==> src/hw/rtl/sdl_pkg.sv <==
// Shared types and constants for the switch debounce and long-press block.
package sdl_pkg;

    localparam int SWITCH_COUNT_DEF = 8;   // default number of switches
    localparam int SWITCH_COUNT_MAX = 8;   // pin word width bounds the count
    localparam int PIN_W            = 8;   // raw_pins and debounced_state width
    localparam int CMD_W            = 3;
    localparam int IDX_W            = 3;
    localparam int HOLD_W           = 8;   // hold counter and threshold width

    localparam logic [HOLD_W-1:0] LONG_PRESS_RST = 8'd50;

    typedef enum logic [CMD_W-1:0] {
        CMD_TICK       = 3'd0,
        CMD_TAKE_PRESS = 3'd1,
        CMD_TAKE_REL   = 3'd2,
        CMD_TAKE_LONG  = 3'd3,
        CMD_READ_STATE = 3'd4
    } t_cmd;

endpackage

==> src/hw/rtl/switch_debounce_longpress.sv <==
// Switch debouncer with press, release and long-press flags: top level.
//
//  channel  | direction | handshake              | word
//  ---------+-----------+------------------------+-----------------------------------
//  input    | in        | i_valid / o_stall      | i_command, i_raw_pins, i_switch_index
//  result   | out       | o_valid / i_stall      | o_answer, o_debounced_state
//  config   | in        | i_cfg_valid/o_cfg_ready| i_cfg_data (long_press_ticks)
//
// One word per cycle sustained while the result side does not stall. A taken word
// passes from the input register into the result register, which drives o_valid.
// Stage 1 is an input register, stage 2 updates all switch state in one pass
// and loads the result register. Both stages advance together whenever the
// result register is empty or being taken, so back-pressure only stalls the
// input when both stages are full. Reset is synchronous: flags and state clear,
// vertical counters go to all ones, threshold to 50. Config is always ready.
module switch_debounce_longpress #(
    parameter int SWITCH_COUNT = sdl_pkg::SWITCH_COUNT_DEF
) (
    input  logic                          i_clk,
    input  logic                          i_rst_n,
    // input words
    input  logic                          i_valid,
    output logic                          o_stall,
    input  logic [sdl_pkg::CMD_W-1:0]     i_command,
    input  logic [sdl_pkg::PIN_W-1:0]     i_raw_pins,
    input  logic [sdl_pkg::IDX_W-1:0]     i_switch_index,
    // result words
    output logic                          o_valid,
    input  logic                          i_stall,
    output logic                          o_answer,
    output logic [sdl_pkg::PIN_W-1:0]     o_debounced_state,
    // threshold register write
    input  logic                          i_cfg_valid,
    output logic                          o_cfg_ready,
    input  logic [sdl_pkg::HOLD_W-1:0]    i_cfg_data
);

    localparam int SW = SWITCH_COUNT;
    localparam int HW = sdl_pkg::HOLD_W;

    // ---------------- control ----------------
    logic r_in_vld, r_out_vld;
    logic adv;        // stage 2 may load the result register
    logic in_take;

    assign adv      = !r_out_vld || !i_stall;
    assign o_stall  = r_in_vld && !adv;
    assign in_take  = i_valid && !o_stall;
    assign o_valid  = r_out_vld;
    assign o_cfg_ready = 1'b1;

    // ---------------- input register ----------------
    logic [sdl_pkg::CMD_W-1:0] r_cmd;
    logic [SW-1:0]             r_raw;
    logic [sdl_pkg::IDX_W-1:0] r_idx;

    // ---------------- state ----------------
    logic [HW-1:0] r_long_press_ticks;
    logic [SW-1:0] r_pressed, n_pressed;
    logic [SW-1:0] r_cnt_lo, n_cnt_lo;
    logic [SW-1:0] r_cnt_hi, n_cnt_hi;
    logic [SW-1:0] r_press_flg, n_press_flg;
    logic [SW-1:0] r_rel_flg, n_rel_flg;
    logic [SW-1:0] r_long_flg, n_long_flg;
    logic [HW-1:0] r_hold [SW];
    logic [HW-1:0] n_hold [SW];

    logic          r_answer, n_answer;

    // ---------------- tick datapath ----------------
    logic [SW-1:0] change, t_lo, t_hi, flips, t_pressed, presses, releases;
    logic [SW-1:0] long_hit;
    logic [HW-1:0] hold_tick [SW];
    logic [SW-1:0] sel;         // one-hot switch select, zero when index out of range

    // 2-bit vertical counter per switch: counts the ticks a difference persists
    assign change    = r_pressed ^ ~r_raw;
    assign t_lo      = ~(r_cnt_lo & change);
    assign t_hi      = t_lo ^ (r_cnt_hi & change);
    assign flips     = change & t_lo & t_hi;
    assign t_pressed = r_pressed ^ flips;
    assign presses   = flips & t_pressed;
    assign releases  = flips & ~t_pressed;

    for (genvar g = 0; g < SW; g++) begin : g_lane
        logic [HW-1:0] base;
        logic [HW-1:0] inc;
        logic          run;
        // a fresh press restarts the hold count and counts on the same tick
        assign base = presses[g] ? '0 : r_hold[g];
        assign inc  = base + HW'(1);
        assign run  = t_pressed[g] && (base < r_long_press_ticks);
        assign hold_tick[g] = run ? inc : base;
        assign long_hit[g]  = run && (inc == r_long_press_ticks);
        assign sel[g]       = (r_idx == sdl_pkg::IDX_W'(g));
    end

    // ---------------- next-state selection ----------------
    always_comb begin
        n_pressed   = r_pressed;
        n_cnt_lo    = r_cnt_lo;
        n_cnt_hi    = r_cnt_hi;
        n_press_flg = r_press_flg;
        n_rel_flg   = r_rel_flg;
        n_long_flg  = r_long_flg;
        n_answer    = 1'b0;
        for (int k = 0; k < SW; k++) begin
            n_hold[k] = r_hold[k];
        end
        if (r_in_vld && adv) begin
            unique case (sdl_pkg::t_cmd'(r_cmd))
                sdl_pkg::CMD_TICK: begin
                    n_pressed   = t_pressed;
                    n_cnt_lo    = t_lo;
                    n_cnt_hi    = t_hi;
                    n_press_flg = r_press_flg | presses;
                    n_rel_flg   = r_rel_flg | releases;
                    n_long_flg  = r_long_flg | long_hit;
                    for (int k = 0; k < SW; k++) begin
                        n_hold[k] = hold_tick[k];
                    end
                end
                sdl_pkg::CMD_TAKE_PRESS: begin
                    n_answer    = |(r_press_flg & sel);
                    n_press_flg = r_press_flg & ~sel;
                end
                sdl_pkg::CMD_TAKE_REL: begin
                    n_answer  = |(r_rel_flg & sel);
                    n_rel_flg = r_rel_flg & ~sel;
                end
                sdl_pkg::CMD_TAKE_LONG: begin
                    n_answer   = |(r_long_flg & sel);
                    n_long_flg = r_long_flg & ~sel;
                end
                sdl_pkg::CMD_READ_STATE: begin
                    n_answer = |(r_pressed & sel);
                end
                default: begin
                    n_answer = 1'b0;    // unused commands change nothing
                end
            endcase
        end
    end

    // ---------------- control and state registers ----------------
    always_ff @(posedge i_clk) begin
        if (!i_rst_n) begin
            r_in_vld           <= 1'b0;
            r_out_vld          <= 1'b0;
            r_long_press_ticks <= sdl_pkg::LONG_PRESS_RST;
            r_pressed          <= '0;
            r_cnt_lo           <= '1;
            r_cnt_hi           <= '1;
            r_press_flg        <= '0;
            r_rel_flg          <= '0;
            r_long_flg         <= '0;
            for (int k = 0; k < SW; k++) begin
                r_hold[k] <= '0;
            end
        end else begin
            if (!o_stall) begin
                r_in_vld <= i_valid;
            end
            if (adv) begin
                r_out_vld <= r_in_vld;
            end
            if (i_cfg_valid && o_cfg_ready) begin
                r_long_press_ticks <= i_cfg_data;
            end
            r_pressed   <= n_pressed;
            r_cnt_lo    <= n_cnt_lo;
            r_cnt_hi    <= n_cnt_hi;
            r_press_flg <= n_press_flg;
            r_rel_flg   <= n_rel_flg;
            r_long_flg  <= n_long_flg;
            for (int k = 0; k < SW; k++) begin
                r_hold[k] <= n_hold[k];
            end
        end
    end

    // ---------------- payload registers ----------------
    logic [SW-1:0] r_state_out;

    always_ff @(posedge i_clk) begin
        if (in_take) begin
            r_cmd <= i_command;
            r_raw <= i_raw_pins[SW-1:0];     // pins above the switch count are dropped
            r_idx <= i_switch_index;
        end
        if (r_in_vld && adv) begin
            r_answer    <= n_answer;
            r_state_out <= n_pressed;
        end
    end

    assign o_answer          = r_answer;
    assign o_debounced_state = sdl_pkg::PIN_W'(r_state_out);

endmodule

==> config.mk <==
export PLATFORM = sky130hd
export DESIGN_NAME = switch_debounce_longpress
export DESIGN_NICKNAME = d
export VERILOG_FILES = /design/src/hw/rtl/sdl_pkg.sv /design/src/hw/rtl/switch_debounce_longpress.sv
export SDC_FILE = /design/constraint.sdc
export NUM_CORES = 1
export LEC_CHECK = 0
export BUFFER_PORTS_ARGS = -buffer_cell sky130_fd_sc_hd__buf_2
export CAP_MARGIN = 20
export CORE_UTILIZATION = 55
export DETAILED_ROUTE_END_ITERATION = 10
export PLACE_DENSITY = 0.72
export SLEW_MARGIN = 40
export SYNTH_ARGS = -nofsm -noshare
export SYNTH_HDL_FRONTEND = slang
export SYNTH_SLANG_ARGS = --single-unit
==> constraint.sdc <==
create_clock -name i_clk -period 3.9 [get_ports i_clk]
set_input_delay 0.39 -clock i_clk [delete_from_list [all_inputs] [get_ports i_clk]]
set_output_delay 0.39 -clock i_clk [all_outputs]
set_load 0.01 [all_outputs]
==> reports/results.txt, run 1 <==
crit-path max cell delay: 580 ps
Netlist Area Pre-Place: 10500 µm²
Hold Path Depth: 1
flops & latches, synth: 145
WP data arrival: 3900 ps
CP Max Fanout: 15
DR WL/cell: 18.7 µm
die span in x: 140 µm
DRT iter0 DRCs: 848
Avg Cell Area, Syn: 8.12 µm²
Hold Buf Count CTS: 0
vias per inst: 6.30
Post-synth EDFFs: 23
Slowest cell on crit path: ha_1
post-DP HPWL: 19600 µm
Placed Cells: 1506
kind of end point of the critical path: flop
Critical path buffers and inverters: 0
final instance area: 11500 µm²
TNS Setup: 0 ps
root buffer cell: clkbuf_16
Final Hold Viols: 0
first-pass GRT wire length: 46600 µm
predominant post-synthesis flop cell: dfxtp_1
Die ar.: 19600 µm²
clk_skew: 9.03 ps
largest net degree at the start of global routing: 65
Initial Util: 55.9%
crit path cell chain: xnor2_1, nor3b_1, ha_1, nor2b_1, ha_1, maj3_1, a221oi_2, o21a_1, nand4_1, o31ai_1
total wire length: 28700 µm
GP Congestion: 0.943
initial antenna violation count: 0
layout cells sized above 1: 11.2%
crit-path most repeated cell: ha_1
Setup WS post-layout: 339 ps
H-Tree Depth: 4
Remaining DRCs: 0
vias in the first global route: 9041
post-synthesis cell count: 1288
Max VDD drop: 302 µV
CTS max path bufs: 2
pre-CTS setup slack: 464 ps
area of the core: 18700 µm²
status: finished, final reports clean
# IOs: 39
Synth-to-Final Area Change: 9.58%
Global Route Usage Sum: 29.9%
via count: 9687
Inserted Clock Buffers: 17
Pre-antenna DRT Iters: 6
total of warnings raised by yosys: 0
Final period util: 91.3%
sequential area share after synthesis: 29.9%
Slew headroom: 43.6%
LEAKAGE: 0.00438 µW
CP Class: flop to flop
Post-CTS Setup Inserts: 0
placed cell areas: 10900 µm²
RSZ-0062 raised after global routing: no
Final Critical Period: 3560 ps
Power Density: 325 nW/µm²
final non-filler cell total: 1538
Max Slew Vio Count: 0
Row Count: 50
worst hold path class: input port to flop
FF-to-FF path depth: 10
port buffer count: 37
Antenna diodes: 0
clk_lat worst skew: 440 ps
CTS Sinks: 145
DRT antenna net count: 0
Gates resized, CTS repair: 0
leading area contributor after synthesis: dfxtp_1
Synth cell types: 88
Max Fclk: 0.281 GHz
Layout Nets: 1373
startpoint types: flop
grt total ovfl: 0
Max Cap Viol: 0
Required @ worst endpoint: 4240 ps
Top Family by Delay on Critical Path: adder cells
CTS tree: built
WP depth: 10
worst-margin pin slew: 845 ps
Die Ht: 140 µm
ys async rst share: 0%
setup violators final: 0
clock-pin slew on the worst setup and hold paths: 70 ps
Yosys top cell area share: 23.3%
syn_nets: 1370
synth top area cells: dfxtp_1 23%, edfxtp_1 6.6%, ha_1 6.6%
==> flip-flops by register name, summed over array words and instances (netlist names) <==
| name | flops |
|---|---|
| r_cnt_lo | 8 |
| r_cmd | 3 |
| o_answer | 1 |
| r_raw | 8 |
| r_long_press_ticks | 8 |
| o_debounced_state | 8 |
| r_pressed | 8 |
| r_press_flg | 8 |
| r_rel_flg | 8 |
| r_hold | 64 |
| r_idx | 3 |
| r_cnt_hi | 8 |
| r_long_flg | 8 |
| o_valid | 1 |
| r_in_vld | 1 |
==> per-layer routing <==
layer | vias up | GRT usage [%] | routed length (µm)
li1 | 4710 | - | -
met4 | 0 | 9.43 | 521
met5 | - | 0 | 0
met3 | 43 | 5.20 | 2000
met2 | 346 | 48.8 | 13100
met1 | 4588 | 40.1 | 13100
==> stage by stage <==
stage / util, % / hold WS (ps) / total power, µW
final: 61.3 / 126 / 3720
after global routing: 61.3 / 119 / 3860
after CTS: 61.3 / 116 / 3740
after detailed placement: 58.1 / 448 / 2090
after global placement: 58.0 / 444 / 2080
after floorplan: - / 427 / 1960
==> cell type report <==
cell class	count	area, µm²
clock inverters	15	163
inverters	47	176
repair buffers	73	472
well taps	234	293
fillers	1657	7240
clock buffers	17	425
multi-input cells	1007	6800
flip-flops and latches	145	3140
==> final timing paths <==
path | end | from | slack (ps)
worst max-delay path | r_long_flg[4] | r_raw[4] | 340
worst min register to register | r_hold[0][14] | r_hold[0][14] | 460
worst max register to register | r_long_flg[4] | r_raw[4] | 340
worst min-delay path | r_raw[6] | i_raw_pins[6] | 130
==> cells in the final DEF, fill, tap and decap left out, types with 21 or more instances in the layout <==
master / n
nor2_1: 85
xor2_1: 21
o21ai_0: 99
ha_1: 55
nand3_1: 48
o211ai_1: 21
a21oi_1: 69
buf_4: 34
edfxtp_1: 23
nand2b_1: 28
dfxtp_1: 120
buf_2: 37
inv_1: 46
nor2b_1: 45
nand2_1: 98
xnor2_1: 69
==> synthesized netlist by cell type, drive strengths merged (29+ instances only) <==
master and instances:
dfxtp 122, o21ai 102, nand2 98, nor2 85
a21oi 70, xnor2 69, clkbuf 67, ha 55
nand3 48, inv 46, nor2b 46, nand2b 29
==> where the power goes <==
part / switching, µW / internal (µW)
clock: 748 / 912
sequential: 78.6 / 1560
combinational: 245 / 179
total: 1070 / 2650
==> cells by family after synthesis <==
family                     Yosys count  share of synthesized area, %
buffers and inverters              136                          5.21
AOI/OAI and AO/OA                  360                          22.9
DFF                                145                          29.9
other                                1                        0.0358
muxes                               22                          2.60
and+or+nand+nor                    471                          24.2
xor gates and xnor gates            92                          7.96
adders and majority gates           61                          7.16
No activity file was read; power rests on OpenSTA's default activity.
==> run 2, diff against run 1 <==
Settings changed: CORE_UTILIZATION 55 to 35, PLACE_DENSITY 0.72 to 0.5.
==> reports/results.txt, run 2 (same netlist as run 1, synthesis figures left out) <==
status: finished, final reports clean
kind of end point of the critical path: flop
crit-path most repeated cell: ha_1
Power Density: 317 nW/µm²
Die ar.: 30600 µm²
area of the core: 29100 µm²
RSZ-0062 raised after global routing: no
CTS max path bufs: 2
startpoint types: flop
first-pass GRT wire length: 50500 µm
LEAKAGE: 0.00435 µW
DRT iter0 DRCs: 732
Final Hold Viols: 0
Max Fclk: 0.282 GHz
placed cell areas: 11000 µm²
fillcell total: 2994
Global Route Usage Sum: 21.2%
final instance area: 11600 µm²
most frequent cells in the layout: 122 x dfxtp_1, 99 x o21ai_0, 98 x nand2_1, 85 x nor2_1
Inserted Clock Buffers: 17
clock-pin slew on the worst setup and hold paths: 60 ps
Initial Util: 36.0%
Max Slew Vio Count: 0
crit-path max cell delay: 610 ps
grt total ovfl: 0
Final period util: 91.0%
Post-CTS Setup Inserts: 0
largest register by flop count: r_hold
vias per inst: 5.61
via count: 9467
Antenna diodes: 0
post-DP HPWL: 22200 µm
die span in x: 175 µm
layout cells sized above 1: 11.1%
port buffer count: 37
Die Ht: 175 µm
worst-margin pin slew: 802 ps
DR WL/cell: 18.9 µm
# IOs: 39
crit path cell chain: xnor2_1, nor3b_1, ha_1, inv_1, nand2_1, ha_1, nand3b_1, a2bb2oi_1, a211oi_1, o21a_1, o21ai_0, a31o_2
total wire length: 31900 µm
CP Max Fanout: 15
worst hold path class: input port to flop
footprint of the multi-input gates: 6810 µm²
Max VDD drop: 333 µV
largest net degree at the start of global routing: 53
CTS Sinks: 145
Top Family by Delay on Critical Path: compound AO/OA/AOI/OAI gates
Slew headroom: 46.5%
clk_lat worst skew: 440 ps
setup violators final: 0
TNS Setup: 0 ps
CTS tree: built
number of flip-flops in the largest register: 64
CP Class: flop to flop
Slowest cell on crit path: ha_1
DRT antenna net count: 0
clk_skew: 9.80 ps
root buffer cell: clkbuf_16
WP data arrival: 3870 ps
GP Congestion: 0.835
Final Critical Period: 3550 ps
Remaining DRCs: 0
total power draw: 3680 µW
most common cell after layout, fill and taps aside: dfxtp_1
Row Count: 62
Pre-antenna DRT Iters: 5
Required @ worst endpoint: 4220 ps
initial antenna violation count: 0
Max Cap Viol: 0
Critical path buffers and inverters: 1
vias in the first global route: 8992
total area of sequential cells: 3130 µm²
Layout Nets: 1372
H-Tree Depth: 4
Synth-to-Final Area Change: 11.0%
## run 2: area by class of cell
class                           count  share of cell area [%]
Clock inverter                     12                   0.927
Clock buffer                       20                    3.93
Timing Repair Buffer               72                    3.89
Multi-Input combinational cell   1007                    58.6
Inverter                           47                    1.52
Sequential cell                   145                    27.0
Tap cell                          384                    4.14
## run 2: metal layers
| metal | up-vias | wire (µm) | track usage (%) |
|---|---|---|---|
| met5 | - | 0 | 0 |
| met4 | 0 | 553 | 6.01 |
| met3 | 29 | 1320 | 2.85 |
| met2 | 231 | 14200 | 33.2 |
| met1 | 4497 | 15800 | 30.4 |
| li1 | 4710 | - | - |
## run 2: worst paths after layout
kind            startpoint       endpoint  slack (ps)  depth (start not counted)
max               r_raw[4]   r_hold[1][0]         350                         12
max reg2reg       r_raw[4]   r_hold[1][0]         350                         12
min          i_raw_pins[0]       r_raw[0]         130                          1
min reg2reg  r_hold[0][31]  r_hold[0][31]         460                          1
## run 2: worst register-to-register path, cell delays in order, from the launching register on
cell	delay, ps
edfxtp_1	390
xnor2_1	230
nor3b_1	310
ha_1	610
inv_1	210
nand2_1	140
ha_1	190
nand3b_1	120
a2bb2oi_1	80
a211oi_1	370
o21a_1	380
o21ai_0	140
a31o_2	280
## run 2: power by group
part	total, µW	internal (µW)	switching, µW
logic	437	179	259
clock network	1610	912	695
registers	1630	1560	72.4
total	3680	2650	1030
## run 2: per-stage QoR
step / hold slack [ps] / cells / util, % / worst slack, ps
2_1_floorplan: 427 / 1288 / - / 455
3_3_place_gp: 439 / 1654 / 37.9 / 210
3_5_place_dp: 443 / 1655 / 38.0 / 222
4_1_cts: 114 / 1687 / 39.9 / 216
5_1_grt: 110 / 1687 / 39.9 / 11.9
6_report: 131 / 1687 / 39.9 / 351
## run 2: timing repair
action | in CTS | in global routing
gates resized for setup | 0 | 1
endpoints found under the setup margin | 0 | 1
hold buffers | 0 | 0
==> run 3, diff against run 2 <==
Settings changed: MAX_ROUTING_LAYER from default to met4.
==> reports/results.txt, run 3 (same netlist as run 1, synthesis figures left out) <==
status: finished, final reports clean
Max Cap Viol: 0
Initial Util: 36.0%
Max Fclk: 0.281 GHz
crit path cell chain: xnor2_1, nor3b_1, ha_1, nor2b_1, ha_1, maj3_1, a221oi_2, o21a_1, o21ai_0, a31o_2
TNS Setup: 0 ps
post-DP HPWL: 22200 µm
worst-margin pin slew: 811 ps
Max Slew Vio Count: 0
Pre-antenna DRT Iters: 5
largest net degree at the start of global routing: 53
total wire length: 31900 µm
crit-path most repeated cell: ha_1
root buffer cell: clkbuf_16
Row Count: 62
Power Density: 317 nW/µm²
Post-CTS Setup Inserts: 0
setup violators final: 0
most frequent cells in the layout: 122 x dfxtp_1, 99 x o21ai_0, 98 x nand2_1, 85 x nor2_1
Top Family by Delay on Critical Path: compound AO/OA/AOI/OAI gates
clk_skew: 12.2 ps
CP Class: flop to flop
most common cell after layout, fill and taps aside: dfxtp_1
via count: 9443
die span in x: 175 µm
DRT antenna net count: 0
footprint of the multi-input gates: 6810 µm²
CTS max path bufs: 2
Final Hold Viols: 0
Slew headroom: 45.9%
first-pass GRT wire length: 50500 µm
CTS Sinks: 145
LEAKAGE: 0.00435 µW
largest register by flop count: r_hold
kind of end point of the critical path: flop
Die ar.: 30600 µm²
Required @ worst endpoint: 4220 ps
fillcell total: 2994
layout cells sized above 1: 11.1%
Critical path buffers and inverters: 0
Hold Buf Count CTS: 0
area of the core: 29100 µm²
DR WL/cell: 18.9 µm
WP data arrival: 3890 ps
Antenna diodes: 0
total area of sequential cells: 3130 µm²
Max VDD drop: 331 µV
CP Max Fanout: 15
Final Critical Period: 3560 ps
Global Route Usage Sum: 21.9%
Worst Hold Slack: 129 ps
Die Ht: 175 µm
worst hold path class: input port to flop
crit-path max cell delay: 610 ps
RSZ-0062 raised after global routing: no
grt total ovfl: 0
Core Util, Final: 39.9%
DRT iter0 DRCs: 733
vias in the first global route: 8972
Gates resized, CTS repair: 0
H-Tree Depth: 4
Slowest cell on crit path: ha_1
port buffer count: 37
Final period util: 91.4%
CTS tree: built
number of flip-flops in the largest register: 64
GP Congestion: 0.850
Synth-to-Final Area Change: 11.0%
initial antenna violation count: 0
Remaining DRCs: 0
startpoint types: flop
clk_lat worst skew: 440 ps
# IOs: 39
Layout Nets: 1372
clock-pin slew on the worst setup and hold paths: 60 ps
Inserted Clock Buffers: 17
vias per inst: 5.60
[run 3: final timing paths]
| check | to | slack, ps | depth (start not counted) | start |
|---|---|---|---|---|
| worst min register to register | r_hold[0][31] | 460 | 1 | r_hold[0][31] |
| worst max register to register | r_hold[1][0] | 340 | 10 | r_raw[4] |
| worst max-delay path | r_hold[1][0] | 340 | 10 | r_raw[4] |
| worst min-delay path | r_cmd[0] | 130 | 1 | i_command[0] |
[run 3: worst register-to-register path: stages (launching register included)]
cell	delay (ps)
edfxtp_1	390
xnor2_1	230
nor3b_1	310
ha_1	610
nor2b_1	170
ha_1	220
maj3_1	340
a221oi_2	360
o21a_1	400
o21ai_0	140
a31o_2	280
[run 3: through the flow]
step	area (µm²)	worst slack, ps	std cells	power (µW)
2_1_floorplan	10500	455	1288	1960
3_3_place_gp	11000	210	1654	2100
3_5_place_dp	11000	222	1655	2100
4_1_cts	11600	216	1687	3710
5_1_grt	11600	11.9	1687	3830
6_report	11600	336	1687	3680
[run 3: layer usage]
metal	global-route usage (%)	share of wire [%]	up-vias
li1	-	-	4706
met1	30.3	50	4507
met2	33.2	45	202
met3	2.65	3.6	28
met4	6.23	1.7	0
met5	-	0	-
[run 3: area by class of cell]
class | count | area share, %
multi-input combinational | 1007 | 58.6
clock buffer | 20 | 3.93
timing repair buffer | 72 | 3.89
inverter | 47 | 1.52
clock inverter | 12 | 0.927
sequential | 145 | 27.0
tap | 384 | 4.14
[run 3: power by group]
group / total, µW / internal (µW) / switching, µW
Combinational: 437 / 179 / 259
Clock: 1610 / 912 / 696
Sequential: 1630 / 1560 / 72.3
